$ cat src/rtl/core/tft_window_pixel_writer_macros.svh
// ----------------------------------------------------------------------------
// TFT window pixel writer assertion macros
// Shared concurrent assertion forms for the pixel writer RTL. Each macro
// expands to nothing when SYNTHESIS is defined.
// ----------------------------------------------------------------------------
`ifndef TFT_WINDOW_PIXEL_WRITER_MACROS_SVH
`define TFT_WINDOW_PIXEL_WRITER_MACROS_SVH

`ifndef SYNTHESIS

// Same-cycle implication, checked outside reset.
`define TWP_ASSERT_IMPLY(label, clk, rst, ante, cons) \
   label: assert property (@(posedge clk) disable iff (rst) (ante) |-> (cons)) \
      else $error("pixel writer check failed");

// Next-cycle implication, checked outside reset.
`define TWP_ASSERT_NEXT(label, clk, rst, ante, cons) \
   label: assert property (@(posedge clk) disable iff (rst) (ante) |=> (cons)) \
      else $error("pixel writer check failed");

`else

`define TWP_ASSERT_IMPLY(label, clk, rst, ante, cons)
`define TWP_ASSERT_NEXT(label, clk, rst, ante, cons)

`endif

`endif

$ cat src/rtl/core/twp_pkg.sv
// ----------------------------------------------------------------------------
// TFT window pixel writer package
// Types, codes and defaults shared by the pixel writer modules.
// ----------------------------------------------------------------------------
`default_nettype none

package twp_pkg;

   // Default panel geometry.
   localparam int DEFAULT_PANEL_WIDTH  = 480;
   localparam int DEFAULT_PANEL_HEIGHT = 272;

   // Reset values of the command code registers.
   localparam logic [7:0] RESET_COLUMN_CMD = 8'd42;
   localparam logic [7:0] RESET_ROW_CMD    = 8'd43;
   localparam logic [7:0] RESET_WRITE_CMD  = 8'd44;
   localparam logic [7:0] RESET_ROTATE_CMD = 8'd54;

   // Configuration register indexes.
   localparam logic [1:0] CSR_COLUMN_CMD = 2'd0;
   localparam logic [1:0] CSR_ROW_CMD    = 2'd1;
   localparam logic [1:0] CSR_WRITE_CMD  = 2'd2;
   localparam logic [1:0] CSR_ROTATE_CMD = 2'd3;

   // Number of parameter bytes that make one window setting.
   localparam int BYTES_PER_WINDOW = 4;

   // Input word kinds.
   typedef enum logic [1:0] {
      OP_CMD   = 2'd0,
      OP_DATA  = 2'd1,
      OP_COLOR = 2'd2
   } op_type;

   // Display rotation.
   typedef enum logic [1:0] {
      ROT_UP    = 2'd0,
      ROT_LEFT  = 2'd1,
      ROT_RIGHT = 2'd2,
      ROT_DOWN  = 2'd3
   } rotation_type;

   // Command interface mode, one-hot.
   typedef enum logic [4:0] {
      MODE_STREAM = 5'b00001,
      MODE_COLUMN = 5'b00010,
      MODE_ROW    = 5'b00100,
      MODE_WRITE  = 5'b01000,
      MODE_ROTATE = 5'b10000
   } mode_type;

   // Programmed command codes.
   typedef struct packed {
      logic [7:0] column_cmd;
      logic [7:0] row_cmd;
      logic [7:0] write_cmd;
      logic [7:0] rotate_cmd;
   } cmd_codes_type;

   // Pixel request from the command decoder to the result stage.
   typedef struct packed {
      logic         emit;
      logic [8:0]   x;
      logic [15:0]  y;
      logic [15:0]  color;
      rotation_type rotation;
      logic [8:0]   row_end;
   } pix_req_type;

   // Decoder status for checking.
   typedef struct packed {
      logic     in_valid;
      mode_type mode;
   } ctrl_status_type;

endpackage

`default_nettype wire

$ cat src/rtl/core/twp_ctrl.sv
// ----------------------------------------------------------------------------
// TFT window pixel writer command decoder
// Holds the input word register, decodes commands, gathers window bytes and
// walks the pixel cursor. Flags a pixel request for each word that draws one.
// ----------------------------------------------------------------------------
`default_nettype none

module twp_ctrl #(
   parameter int PANEL_WIDTH  = twp_pkg::DEFAULT_PANEL_WIDTH,
   parameter int PANEL_HEIGHT = twp_pkg::DEFAULT_PANEL_HEIGHT
) (
   input  wire logic                     clock,
   input  wire logic                     reset,
   input  wire logic                     req_valid,
   output logic                          req_stall,
   input  wire logic [1:0]               req_op,
   input  wire logic [15:0]              req_value,
   input  wire twp_pkg::cmd_codes_type   codes,
   input  wire logic                     advance,
   output twp_pkg::pix_req_type          pix,
   output twp_pkg::ctrl_status_type      status
);

   localparam logic [15:0] WIDTH_LIM  = 16'(PANEL_WIDTH);
   localparam logic [15:0] HEIGHT_LIM = 16'(PANEL_HEIGHT);
   localparam logic [1:0]  LAST_BYTE  = 2'(twp_pkg::BYTES_PER_WINDOW - 1);

   // Input word register.
   logic        in_valid_ff, in_valid_in;
   logic [1:0]  op_ff, op_in;
   logic [15:0] value_ff, value_in;

   // Command interface state.
   twp_pkg::mode_type     mode_ff, mode_in;
   twp_pkg::rotation_type rotation_ff, rotation_in;
   logic [1:0]            byte_count_ff, byte_count_in;
   logic [7:0]            hold_ff [3];
   logic [7:0]            hold_in [3];
   logic [8:0]            col_anchor_ff, col_anchor_in;
   logic [8:0]            col_cursor_ff, col_cursor_in;
   logic [8:0]            col_end_ff, col_end_in;
   logic [15:0]           row_cursor_ff, row_cursor_in;
   logic [8:0]            row_end_ff, row_end_in;

   logic        fire;
   logic        sideways;
   logic [7:0]  data_byte;
   logic [15:0] col_lim, row_lim;
   logic [15:0] start_word, end_word;
   logic [15:0] start_clamp, end_clamp;

   // The held word is processed once the result stage can take its outcome.
   assign fire      = in_valid_ff && advance;
   assign req_stall = in_valid_ff && !advance;

   always_comb begin
      in_valid_in = req_stall ? 1'b1 : req_valid;
      op_in       = op_ff;
      value_in    = value_ff;
      if (req_valid && !req_stall) begin
         op_in    = req_op;
         value_in = req_value;
      end
   end

   // Window limits follow the logical orientation.
   assign sideways   = (rotation_ff == twp_pkg::ROT_LEFT) ||
                       (rotation_ff == twp_pkg::ROT_RIGHT);
   assign col_lim    = sideways ? HEIGHT_LIM : WIDTH_LIM;
   assign row_lim    = sideways ? WIDTH_LIM : HEIGHT_LIM;
   assign data_byte  = value_ff[7:0];
   assign start_word = {hold_ff[0], hold_ff[1]};
   assign end_word   = {hold_ff[2], data_byte};

   always_comb begin
      if (mode_ff == twp_pkg::MODE_COLUMN) begin
         start_clamp = (start_word >= col_lim) ? col_lim - 16'd1 : start_word;
         end_clamp   = (end_word >= col_lim) ? col_lim - 16'd1 : end_word;
      end else begin
         start_clamp = (start_word >= row_lim) ? row_lim - 16'd1 : start_word;
         end_clamp   = (end_word >= row_lim) ? row_lim - 16'd1 : end_word;
      end
   end

   // Next state and pixel request for the processed word.
   always_comb begin
      mode_in       = mode_ff;
      rotation_in   = rotation_ff;
      byte_count_in = byte_count_ff;
      hold_in       = hold_ff;
      col_anchor_in = col_anchor_ff;
      col_cursor_in = col_cursor_ff;
      col_end_in    = col_end_ff;
      row_cursor_in = row_cursor_ff;
      row_end_in    = row_end_ff;

      pix.emit     = 1'b0;
      pix.x        = col_cursor_ff;
      pix.y        = row_cursor_ff;
      pix.color    = value_ff;
      pix.rotation = rotation_ff;
      pix.row_end  = row_end_ff;

      if (fire) begin
         case (op_ff)
            twp_pkg::OP_CMD: begin
               byte_count_in = 2'd0;
               if (data_byte == codes.column_cmd) begin
                  mode_in = twp_pkg::MODE_COLUMN;
               end else if (data_byte == codes.row_cmd) begin
                  mode_in = twp_pkg::MODE_ROW;
               end else if (data_byte == codes.write_cmd) begin
                  mode_in = twp_pkg::MODE_WRITE;
               end else if (data_byte == codes.rotate_cmd) begin
                  mode_in = twp_pkg::MODE_ROTATE;
               end
            end
            twp_pkg::OP_DATA: begin
               if (mode_ff == twp_pkg::MODE_COLUMN || mode_ff == twp_pkg::MODE_ROW) begin
                  if (byte_count_ff != LAST_BYTE) begin
                     // Collect the leading bytes of start and end.
                     hold_in[byte_count_ff] = data_byte;
                     byte_count_in          = byte_count_ff + 2'd1;
                  end else begin
                     byte_count_in = 2'd0;
                     if (mode_ff == twp_pkg::MODE_COLUMN) begin
                        col_anchor_in = start_clamp[8:0];
                        col_cursor_in = start_clamp[8:0];
                        col_end_in    = end_clamp[8:0];
                     end else begin
                        row_cursor_in = start_clamp;
                        row_end_in    = end_clamp[8:0];
                     end
                  end
               end else if (mode_ff == twp_pkg::MODE_ROTATE) begin
                  // Unknown rotation bytes fall back to the upright view.
                  if (data_byte[7:2] == 6'd0) begin
                     rotation_in = twp_pkg::rotation_type'(data_byte[1:0]);
                  end else begin
                     rotation_in = twp_pkg::ROT_UP;
                  end
               end
            end
            twp_pkg::OP_COLOR: begin
               if (mode_ff == twp_pkg::MODE_WRITE) begin
                  // The first colour is drawn only for a one-pixel window.
                  pix.emit = (col_cursor_ff == col_end_ff) &&
                             (row_cursor_ff == {7'd0, row_end_ff});
                  mode_in  = twp_pkg::MODE_STREAM;
               end else if (mode_ff == twp_pkg::MODE_STREAM) begin
                  pix.emit = 1'b1;
                  if (col_cursor_ff >= col_end_ff) begin
                     col_cursor_in = col_anchor_ff;
                     row_cursor_in = row_cursor_ff + 16'd1;
                  end else begin
                     col_cursor_in = col_cursor_ff + 9'd1;
                  end
               end
            end
            default: begin
            end
         endcase
      end
   end

   // Input word payload.
   always_ff @(posedge clock) begin
      op_ff    <= op_in;
      value_ff <= value_in;
   end

   // Control and window state.
   always_ff @(posedge clock) begin
      if (reset) begin
         in_valid_ff   <= 1'b0;
         mode_ff       <= twp_pkg::MODE_STREAM;
         rotation_ff   <= twp_pkg::ROT_UP;
         byte_count_ff <= 2'd0;
         hold_ff       <= '{default: 8'd0};
         col_anchor_ff <= 9'd0;
         col_cursor_ff <= 9'd0;
         col_end_ff    <= 9'd0;
         row_cursor_ff <= 16'd0;
         row_end_ff    <= 9'd0;
      end else begin
         in_valid_ff   <= in_valid_in;
         mode_ff       <= mode_in;
         rotation_ff   <= rotation_in;
         byte_count_ff <= byte_count_in;
         hold_ff       <= hold_in;
         col_anchor_ff <= col_anchor_in;
         col_cursor_ff <= col_cursor_in;
         col_end_ff    <= col_end_in;
         row_cursor_ff <= row_cursor_in;
         row_end_ff    <= row_end_in;
      end
   end

   assign status.in_valid = in_valid_ff;
   assign status.mode     = mode_ff;

endmodule

`default_nettype wire

$ cat src/rtl/core/twp_pixel_out.sv
// ----------------------------------------------------------------------------
// TFT window pixel writer result stage
// Maps the logical pixel position to a frame buffer index, flags rows past
// the window and holds the result word until the receiver takes it.
// ----------------------------------------------------------------------------
`default_nettype none

module twp_pixel_out #(
   parameter int PANEL_WIDTH  = twp_pkg::DEFAULT_PANEL_WIDTH,
   parameter int PANEL_HEIGHT = twp_pkg::DEFAULT_PANEL_HEIGHT
) (
   input  wire logic                  clock,
   input  wire logic                  reset,
   input  wire logic                  advance,
   input  wire twp_pkg::pix_req_type  pix,
   output logic                       rsp_valid,
   output logic [8:0]                 rsp_pix_x,
   output logic [15:0]                rsp_pix_y,
   output logic [15:0]                rsp_color,
   output logic [16:0]                rsp_pixel_index,
   output logic                       rsp_beyond_window
);

   localparam int          MULT_BITS = $clog2(PANEL_WIDTH + 1);
   localparam logic [MULT_BITS-1:0] WIDTH_MULT = MULT_BITS'(PANEL_WIDTH);
   localparam logic [16:0] WIDTH_17  = 17'(PANEL_WIDTH);
   localparam logic [16:0] HEIGHT_17 = 17'(PANEL_HEIGHT);
   localparam logic [15:0] WIDTH_16  = 16'(PANEL_WIDTH);
   localparam logic [15:0] HEIGHT_16 = 16'(PANEL_HEIGHT);

   logic        valid_ff, valid_in;
   logic [8:0]  x_ff;
   logic [15:0] y_ff;
   logic [15:0] color_ff;
   logic [16:0] index_ff, index_in;
   logic        beyond_ff, beyond_in;

   logic [16:0]               x_ext, y_ext;
   logic [16:0]               row_term, col_term;
   logic [17+MULT_BITS-1:0]   product;
   logic                      sideways;
   logic [15:0]               logical_height;

   assign x_ext = {8'd0, pix.x};
   assign y_ext = {1'b0, pix.y};

   // Rotation picks the buffer row and column; the index wraps at 17 bits.
   always_comb begin
      case (pix.rotation)
         twp_pkg::ROT_LEFT: begin
            row_term = x_ext;
            col_term = WIDTH_17 - 17'd1 - y_ext;
         end
         twp_pkg::ROT_RIGHT: begin
            row_term = HEIGHT_17 - 17'd1 - x_ext;
            col_term = y_ext;
         end
         twp_pkg::ROT_DOWN: begin
            row_term = HEIGHT_17 - 17'd1 - y_ext;
            col_term = WIDTH_17 - 17'd1 - x_ext;
         end
         default: begin
            row_term = y_ext;
            col_term = x_ext;
         end
      endcase
   end

   assign product  = {{MULT_BITS{1'b0}}, row_term} * {17'd0, WIDTH_MULT};
   assign index_in = product[16:0] + col_term;

   // A row past the window end or the logical panel is flagged.
   assign sideways       = (pix.rotation == twp_pkg::ROT_LEFT) ||
                           (pix.rotation == twp_pkg::ROT_RIGHT);
   assign logical_height = sideways ? WIDTH_16 : HEIGHT_16;
   assign beyond_in      = (pix.y > {7'd0, pix.row_end}) || (pix.y >= logical_height);

   assign valid_in = advance ? pix.emit : valid_ff;

   // Result payload loads only with a drawn pixel.
   always_ff @(posedge clock) begin
      if (advance && pix.emit) begin
         x_ff      <= pix.x;
         y_ff      <= pix.y;
         color_ff  <= pix.color;
         index_ff  <= index_in;
         beyond_ff <= beyond_in;
      end
   end

   always_ff @(posedge clock) begin
      if (reset) begin
         valid_ff <= 1'b0;
      end else begin
         valid_ff <= valid_in;
      end
   end

   assign rsp_valid         = valid_ff;
   assign rsp_pix_x         = x_ff;
   assign rsp_pix_y         = y_ff;
   assign rsp_color         = color_ff;
   assign rsp_pixel_index   = index_ff;
   assign rsp_beyond_window = beyond_ff;

endmodule

`default_nettype wire

$ cat src/rtl/core/tft_window_pixel_writer.sv
// ----------------------------------------------------------------------------
// TFT window pixel writer
// Command interface of a serial TFT controller in front of a frame buffer.
// ----------------------------------------------------------------------------
// Usage:
//   The req_ channel carries one word per transfer: a command byte, a window
//   or rotation parameter byte, or an RGB565 colour. A word is taken when
//   req_valid is high and req_stall is low. Drawn pixels leave on the rsp_
//   channel with their logical position, colour, rotated frame buffer index
//   and an out-of-window flag; a word that draws nothing yields no result.
//   The csr_ channel sets the four command codes; csr_ready is always high
//   and writes are meant to happen while the block is idle.
//   A taken word waits in the input register; once processed, its pixel is
//   registered for rsp_. One word per cycle unless rsp_stall holds a pixel,
//   set by the combinational cursor update and constant-width index multiply.
//   While rsp_stall holds a waiting pixel, the input register holds one more
//   word and req_stall rises only once that register is full.
//   Reset (synchronous) empties both registers, returns to pixel streaming
//   with an upright view and a zero window, and loads the default codes.
// ----------------------------------------------------------------------------
`default_nettype none

`include "tft_window_pixel_writer_macros.svh"

module tft_window_pixel_writer #(
   parameter int PANEL_WIDTH  = twp_pkg::DEFAULT_PANEL_WIDTH,
   parameter int PANEL_HEIGHT = twp_pkg::DEFAULT_PANEL_HEIGHT
) (
   input  wire logic        clock,
   input  wire logic        reset,
   // Input words.
   input  wire logic        req_valid,
   output logic             req_stall,
   input  wire logic [1:0]  req_op,
   input  wire logic [15:0] req_value,
   // Drawn pixels.
   output logic             rsp_valid,
   input  wire logic        rsp_stall,
   output logic [8:0]       rsp_pix_x,
   output logic [15:0]      rsp_pix_y,
   output logic [15:0]      rsp_color,
   output logic [16:0]      rsp_pixel_index,
   output logic             rsp_beyond_window,
   // Command code registers.
   input  wire logic        csr_valid,
   output logic             csr_ready,
   input  wire logic [1:0]  csr_index,
   input  wire logic [7:0]  csr_data
);

   twp_pkg::cmd_codes_type    codes_ff, codes_in;
   twp_pkg::pix_req_type      pix;
   twp_pkg::ctrl_status_type  status;
   logic                      advance;

   // Command code registers take a write in any cycle.
   assign csr_ready = 1'b1;

   always_comb begin
      codes_in = codes_ff;
      if (csr_valid && csr_ready) begin
         case (csr_index)
            twp_pkg::CSR_COLUMN_CMD: codes_in.column_cmd = csr_data;
            twp_pkg::CSR_ROW_CMD:    codes_in.row_cmd    = csr_data;
            twp_pkg::CSR_WRITE_CMD:  codes_in.write_cmd  = csr_data;
            twp_pkg::CSR_ROTATE_CMD: codes_in.rotate_cmd = csr_data;
            default: begin
            end
         endcase
      end
   end

   always_ff @(posedge clock) begin
      if (reset) begin
         codes_ff.column_cmd <= twp_pkg::RESET_COLUMN_CMD;
         codes_ff.row_cmd    <= twp_pkg::RESET_ROW_CMD;
         codes_ff.write_cmd  <= twp_pkg::RESET_WRITE_CMD;
         codes_ff.rotate_cmd <= twp_pkg::RESET_ROTATE_CMD;
      end else begin
         codes_ff <= codes_in;
      end
   end

   // The held word moves on whenever the result register is free or drains.
   assign advance = !rsp_valid || !rsp_stall;

   twp_ctrl #(
      .PANEL_WIDTH  (PANEL_WIDTH),
      .PANEL_HEIGHT (PANEL_HEIGHT)
   ) u_ctrl (
      .clock     (clock),
      .reset     (reset),
      .req_valid (req_valid),
      .req_stall (req_stall),
      .req_op    (req_op),
      .req_value (req_value),
      .codes     (codes_ff),
      .advance   (advance),
      .pix       (pix),
      .status    (status)
   );

   twp_pixel_out #(
      .PANEL_WIDTH  (PANEL_WIDTH),
      .PANEL_HEIGHT (PANEL_HEIGHT)
   ) u_pixel_out (
      .clock             (clock),
      .reset             (reset),
      .advance           (advance),
      .pix               (pix),
      .rsp_valid         (rsp_valid),
      .rsp_pix_x         (rsp_pix_x),
      .rsp_pix_y         (rsp_pix_y),
      .rsp_color         (rsp_color),
      .rsp_pixel_index   (rsp_pixel_index),
      .rsp_beyond_window (rsp_beyond_window)
   );

   // Input backpressure only comes from a full input register and a stalled result.
   `TWP_ASSERT_IMPLY(a_stall_cause, clock, reset, req_stall, status.in_valid && rsp_valid && rsp_stall)

   // A new result can only come from a word held in the input register.
   `TWP_ASSERT_IMPLY(a_result_source, clock, reset, $rose(rsp_valid), $past(status.in_valid))

   // A row inside the window is at most the 9-bit window end.
   `TWP_ASSERT_IMPLY(a_inside_row, clock, reset, rsp_valid && !rsp_beyond_window, rsp_pix_y[15:9] == 7'd0)

endmodule

`default_nettype wire
$ cat config.mk
export PLATFORM = sky130hd
export DESIGN_NAME = tft_window_pixel_writer
export DESIGN_NICKNAME = d
export VERILOG_FILES = /design/src/rtl/core/twp_pkg.sv /design/src/rtl/core/twp_ctrl.sv /design/src/rtl/core/twp_pixel_out.sv /design/src/rtl/core/tft_window_pixel_writer.sv
export VERILOG_INCLUDE_DIRS = /design/src /design/src/rtl/core
export SDC_FILE = /design/constraint.sdc
export NUM_CORES = 1
export LEC_CHECK = 0
export ABC_CLOCK_PERIOD_IN_PS = 6500
export BUFFER_PORTS_ARGS = -buffer_cell sky130_fd_sc_hd__buf_2
export CAP_MARGIN = 0
export CELL_PAD_IN_SITES_DETAIL_PLACEMENT = 0
export CELL_PAD_IN_SITES_GLOBAL_PLACEMENT = 2
export CORE_MARGIN = 2
export CORE_UTILIZATION = 40
export CTS_BUF_LIST = sky130_fd_sc_hd__clkbuf_2
export CTS_CLUSTER_SIZE = 14
export DETAILED_ROUTE_END_ITERATION = 6
export PLACE_DENSITY_LB_ADDON = 0.08
export SLEW_MARGIN = 20
export SYNTH_ARGS = -nofsm -noshare
export SYNTH_HDL_FRONTEND = slang
export SYNTH_SLANG_ARGS = --single-unit
$ cat constraint.sdc
create_clock -name clock -period 6.5 [get_ports clock]
set_clock_uncertainty 0.05 [all_clocks]
set_input_delay 0 -clock clock [delete_from_list [all_inputs] [get_ports clock]]
set_output_delay 0 -clock clock [all_outputs]
set_load 0.01 [all_outputs]
* Yosys cells after proc, flatten, opt, wreduce, memory -nomap -nowiden
Cells that the tools add are included.
Storage, ports and cells: register bits 196, input bits 33
Cells by class: magnitude comparators 9, add/sub/neg operators 10, bitwise gates (word level) 4, eq/ne operators 29, multipliers 1, reductions and logical operators 32, muxes and demuxes 42
Operators by type and width (count):
- $mux W16 | 9
- $pmux W17 S3 | 2
- $mux W9 | 9
- $ge A16 B16 Y1 | 3
- $sub A9 B16 Y17 const A | 2
- $eq A8 B8 Y1 | 4
- $ge A16 B9 Y1 | 2
- $pmux W16 S2 | 1
- $mux W5 | 5
- $bwmux W24 | 1
- $mux W8 | 3
- $sub A9 B1 Y10 const B | 2
- $sub A9 B9 Y10 const A | 2
- $pmux W9 S2 | 1
- $add A17 B17 Y17 | 1
- $mul A17 B4 Y12 const B | 1
- $add A16 B1 Y16 const B | 1
- $demux W8 S2 | 1
- $eq A16 B9 Y1 | 1
- $gt A16 B9 Y1 | 1
- $reduce_and A4 Y1 | 3
- $eq A2 B2 Y1 const B | 5
- $ne A2 B1 Y1 const B | 5
- $pmux W5 S2 | 1
- other kinds (30) | 61

* Depth between registers and ports, before layout
depth after elaboration 10, depth in mapped cells 24

* Cells and area by module
From an unflattened synthesis, not the netlist that was laid out.
Second synthesis, totals: cells, all modules 1279, area, all modules 12022.8 µm²
By module, submodules not included:
- twp_ctrl | cells an instance 715, area an instance 6112.1 µm², times used 1
- twp_pixel_out | cells an instance 438, area an instance 4621.9 µm², times used 1
- tft_window_pixel_writer | cells an instance 126, area an instance 1288.7 µm², times used 1

* Worst setup path before layout
No wires, ideal clock.
path kind register to register, from register u_ctrl.rotation_ff[0], to register u_pixel_out.index_ff[15] (netlist: u_pixel_out.rsp_pixel_index[15]), data pin, data arrival time 4840 ps, stages on the path, launching flop included 24, path slack 1352 ps, cells stage by stage dfxtp_1 inv_1 ha_1 buf_2 clkbuf_1 a22o_1 a211oi_1 a21oi_1 fa_1 inv_1 fa_1 inv_1 ha_1 a21oi_1 nor2b_1 o21ai_0 a21boi_0 nor2_1 xnor2_1 ha_1 or4_1 a31o_2 a21oi_1 xnor2_1
On the way: word-level cells in the longest chain between the ends 4, elaborated cells between the ends (all ways) 7, those cells by class 1 x add/sub; 1 x mul; 3 x eq/ne; 2 x mux
RTL lines:
- start, declared | line twp_ctrl.sv:35 | twp_pkg::rotation_type rotation_ff, rotation_in;
- start signal, assigned | line twp_ctrl.sv:177 | rotation_ff <= twp_pkg::ROT_UP;
- start signal, assigned | line twp_ctrl.sv:188 | rotation_ff <= rotation_in;
- $eq A2 B2 Y1 / $eq A2 B1 Y1 (equally long branches) | line twp_pixel_out.sv:49 | case (pix.rotation)
- $pmux W17 S3 | line twp_pixel_out.sv:49
- $mul A17 B4 Y12 | line twp_pixel_out.sv:69 | assign product = {{MULT_BITS{1'b0}}, row_term} * {17'd0, WIDTH_MULT};
- $add A17 B17 Y17 (*) | line twp_pixel_out.sv:70 | assign index_in = product[16:0] + col_term;
- named net u_pixel_out.index_in[15] | line twp_pixel_out.sv:35 | logic [16:0] index_ff, index_in;
- end signal, assigned | line twp_pixel_out.sv:86 | index_ff <= index_in;
- end, declared | line twp_pixel_out.sv:35
The timed path passes the listed nets; every way through them passes the cells marked *. A chain may end at the register's enable or synchronous reset.

* Worst setup path after layout
Ends and elaborated chain as after synthesis.

==> out/results.ini <==
[floorplanning]
io-pin-count=95
chipHeight_um=174
initial_core_util_pct=40.4
die_w_um=174
rows=62
core_um2=28600
die-area_um2=30300

[logic_synthesis]
synth-async-reset-ratio_pct=0
yosys-top-cells-area=dfxtp_1 21%, edfxtp_1 20%, ha_1 8.9%
yosysSeqAreaShare_pct=40.6
synthTopCellsByCount=119 x dfxtp_1, 109 x nor2_1, 98 x nand2_1
synth-main-ff-cell=dfxtp_1
netlist_area_um2=11600
syn-num-nets=1364
synth-seq-cells=196
avgSynthCellArea_um2=9.39
synth_edf_count=77
ys_warn_count=0
yosys.cell_count.top_type=dfxtp_1
synthCells=1232
yosysUniqueCellTypes=82
synth_top_area_share_pct=20.6
yosysTopAreaCell=dfxtp_1

[clock_network]
cts_buffer_depth=2
cts_buffers=17
cts_setup_buffers=0
cts_resized=0
cts_max_level=4
clk_latency_ps=840
clock_sinks=196
cts_tree=done
root_buffer=clkbuf_2
clkTransAtPathRegs_ps=330

[sta]
fin_crit_ps=5490
setup_violations=0
finalMaxSlewViolations=0
worst_slew_pin_slew_ps=886
final_hold_viol_count=0
fmax_mhz=182
fin_setup_tns_ps=0
finalCritPeriodShare_pct=84.5
maxSlewHeadroom_pct=40.7
grt_setup_unrepaired=false

[power_and_ir_drop]
intPower_uw=1570
ir_drop_mv=0.116
switchingPower_uw=649
power_switching_share_pct=29.2
finalPower_uw=2220
seq_power_share_pct=60.1
combPwrFrac_pct=10.3
power.density_nw_per_um2=166
p_clk_share_pct=29.6
leakage_uw=0.00536

[worst_setup_path]
start_kind=register
cp_data_required_time_ps=7100
worst_ep_arrival_time_ps=6090
end_kind=register
r2r-end=u_pixel_out.rsp_pixel_index[15]$_DFFE_PP_
reg2reg_depth=18
r2r_slack_ps=1010
r2r-start=u_ctrl.rotation_ff[0]$_SDFFE_PP0P_
crit_fanout=17
worstSetupPathType=register to register
worstSetupStartpoint=u_ctrl.rotation_ff[0]$_SDFFE_PP0P_
endpoint=u_pixel_out.rsp_pixel_index[15]$_DFFE_PP_

[finish]
multi_input_area_um2=6230
nFillCells=2831
drive_above_1_share_pct=13.5
nNetsFinal=1503
syn_to_final_growth_pct=15.8
seq_area_um2=4690

[worst_hold_path]
hp-class=input pin to register

[route]
routed_wl_mm=32.1
drt_iter0_drc=669
drtAntennaViolNets=0
vias_per_cell=5.26
vias=9308
drc_errors=0
wl_per_cell_um=18.1
firstDrtPassIters=5

[placed_design]
hpwlAfterDp_mm=22.3
numPortBuffers=93
place.gp.congestion=0.791

[global_routing]
grt-ovfl-total=0
grt_usage_pct=21.6
antenna_found_initial=1
first_global_vias=9161
grt_first_pass_wirelength_mm=51.3
grt_max_degree=61

[run_status]
status=finished, final reports clean

[run]
max_cap_viol_count=0

## timing repair
| action | CTS | global route |
|---|---|---|
| endpoints found under the hold margin | 104 | 0 |
| hold buffers | 77 | 0 |
| endpoints found under the setup margin | 0 | 0 |
## routing by layer
metal	wire length, um	global-route usage (%)	vias up
met5	0	0	-
met4	387	5.01	0
met3	920	3.17	20
met2	15200	36.4	151
met1	15600	29.4	4499
li1	-	-	4638
## worst max-delay path: stages (launching register included)
cell and delay, ps:
dfxtp_1 460, ha_1 430, inv_1 350, o211ai_1 240, o21ai_0 300, fa_1 560
fa_1 510, inv_1 40, ha_1 300, nor2b_1 170, o21ai_0 100, a21boi_0 280
nor2_1 90, xnor2_1 130, ha_1 240, or4_1 560, a31o_2 260, a21oi_1 170
xnor2_1 80
## stage by stage
stage | instance area [um2] | setup WS [ps] | hold slack (ps) | util [%] | std cells
2_1_floorplan | 11600 | 1350 | 48.9 | - | 1232
3_3_place_gp | 12400 | 1070 | 126 | 43.2 | 1659
3_5_place_dp | 12400 | 996 | 128 | 43.2 | 1659
4_1_cts | 13400 | 972 | 91.4 | 46.8 | 1768
5_1_grt | 13400 | 509 | 108 | 46.8 | 1769
6_report | 13400 | 1010 | 152 | 46.8 | 1769
## cell families after synthesis
| logic type | share of synthesized area [%] |
|---|---|
| DFF | 40.6 |
| buffers and inverters | 5.62 |
| muxes | 5.20 |
| AOI/OAI and AO/OA | 15.8 |
| xor gates and xnor gates | 5.10 |
| adders and majority gates | 11.9 |
| and+or+nand+nor | 15.8 |
| other | 0.0324 |
## area by class of cell
type	instances	share of cell area (%)
clock inverters	14	1.23
clock buffers	18	0.672
diodes	1	0.0187
repair buffers	192	10.5
flip-flops and latches	196	35.0
multi-input cells	876	46.5
inverters	88	2.47
well taps	384	3.59
## worst min path at each step
stage / startpoint / to / slack, ps / cells past startpoint
final: reset / u_ctrl.hold_ff[9]$_SDFFE_PP0P_ / 150 / 4
after global routing: reset / u_ctrl.hold_ff[10]$_SDFFE_PP0P_ / 110 / 4
after CTS: reset / u_ctrl.hold_ff[9]$_SDFFE_PP0P_ / 90 / 4
after detailed placement: req_value[11] / u_ctrl.value_ff[11]$_DFFE_PP_ / 130 / 1
after global placement: req_value[14] / u_ctrl.value_ff[14]$_DFFE_PP_ / 130 / 1
after floorplan: req_op[0] / u_ctrl.op_ff[0]$_DFFE_PP_ / 50 / 0
## flip-flops by register name (all words and copies together) (netlist names)
signal	count
u_pixel_out.rsp_beyond_window	1
codes_ff	32
u_pixel_out.rsp_pixel_index	17
u_pixel_out.rsp_pix_y	16
u_pixel_out.rsp_valid	1
u_ctrl.value_ff	16
u_ctrl.row_end_ff	9
u_pixel_out.rsp_color	16
u_ctrl.op_ff	2
u_ctrl.end_word	8
u_ctrl.rotation_ff	2
u_ctrl.mode_ff	5
u_ctrl.row_cursor_ff	16
u_ctrl.col_end_ff	9
u_ctrl.col_anchor_ff	9
u_ctrl.byte_count_ff	2
u_pixel_out.rsp_pix_x	9
u_ctrl.in_valid_ff	1
u_ctrl.hold_ff	16
u_ctrl.col_cursor_ff	9
## cell usage in the layout, fill, tap and decap left out, drive strengths merged, types with 5 or more instances in the layout
cell type | synthesis | layout
nor3 | 26 | 26
or3 | 5 | 5
ha | 82 | 82
mux2i | 53 | 53
o22ai | 7 | 7
and2 | 11 | 11
a211oi | 26 | 26
dfxtp | 119 | 119
inv | 88 | 95
nor2 | 109 | 109
a41oi | 5 | 5
mux2 | 6 | 6
nand3 | 26 | 26
a21boi | 7 | 7
a21o | 15 | 15
o21ai | 57 | 57
clkinv | 0 | 6
nand4 | 13 | 13
o31ai | 8 | 8
nand2 | 98 | 98
dlygate4sd3 | 0 | 77
nand3b | 7 | 7
buf | 25 | 115
or4 | 7 | 7
nor2b | 14 | 14
xnor2 | 39 | 39
a21oi | 87 | 87
nor3b | 5 | 5
fa | 17 | 17
and3 | 14 | 14
o31a | 5 | 5
nor4 | 16 | 16
xor2 | 25 | 25
nand2b | 13 | 13
a31oi | 15 | 15
edfxtp | 77 | 77
clkbuf | 47 | 18
## power groups by stage
stage	clock (uW)	combinational (uW)	sequential, uW
after floorplan	0	139	1340
after global placement	0	198	1360
after detailed placement	0	198	1360
after CTS	678	230	1340
after global routing	728	252	1340
final	658	229	1330
Note: power is estimated with default switching activity, not from simulation.
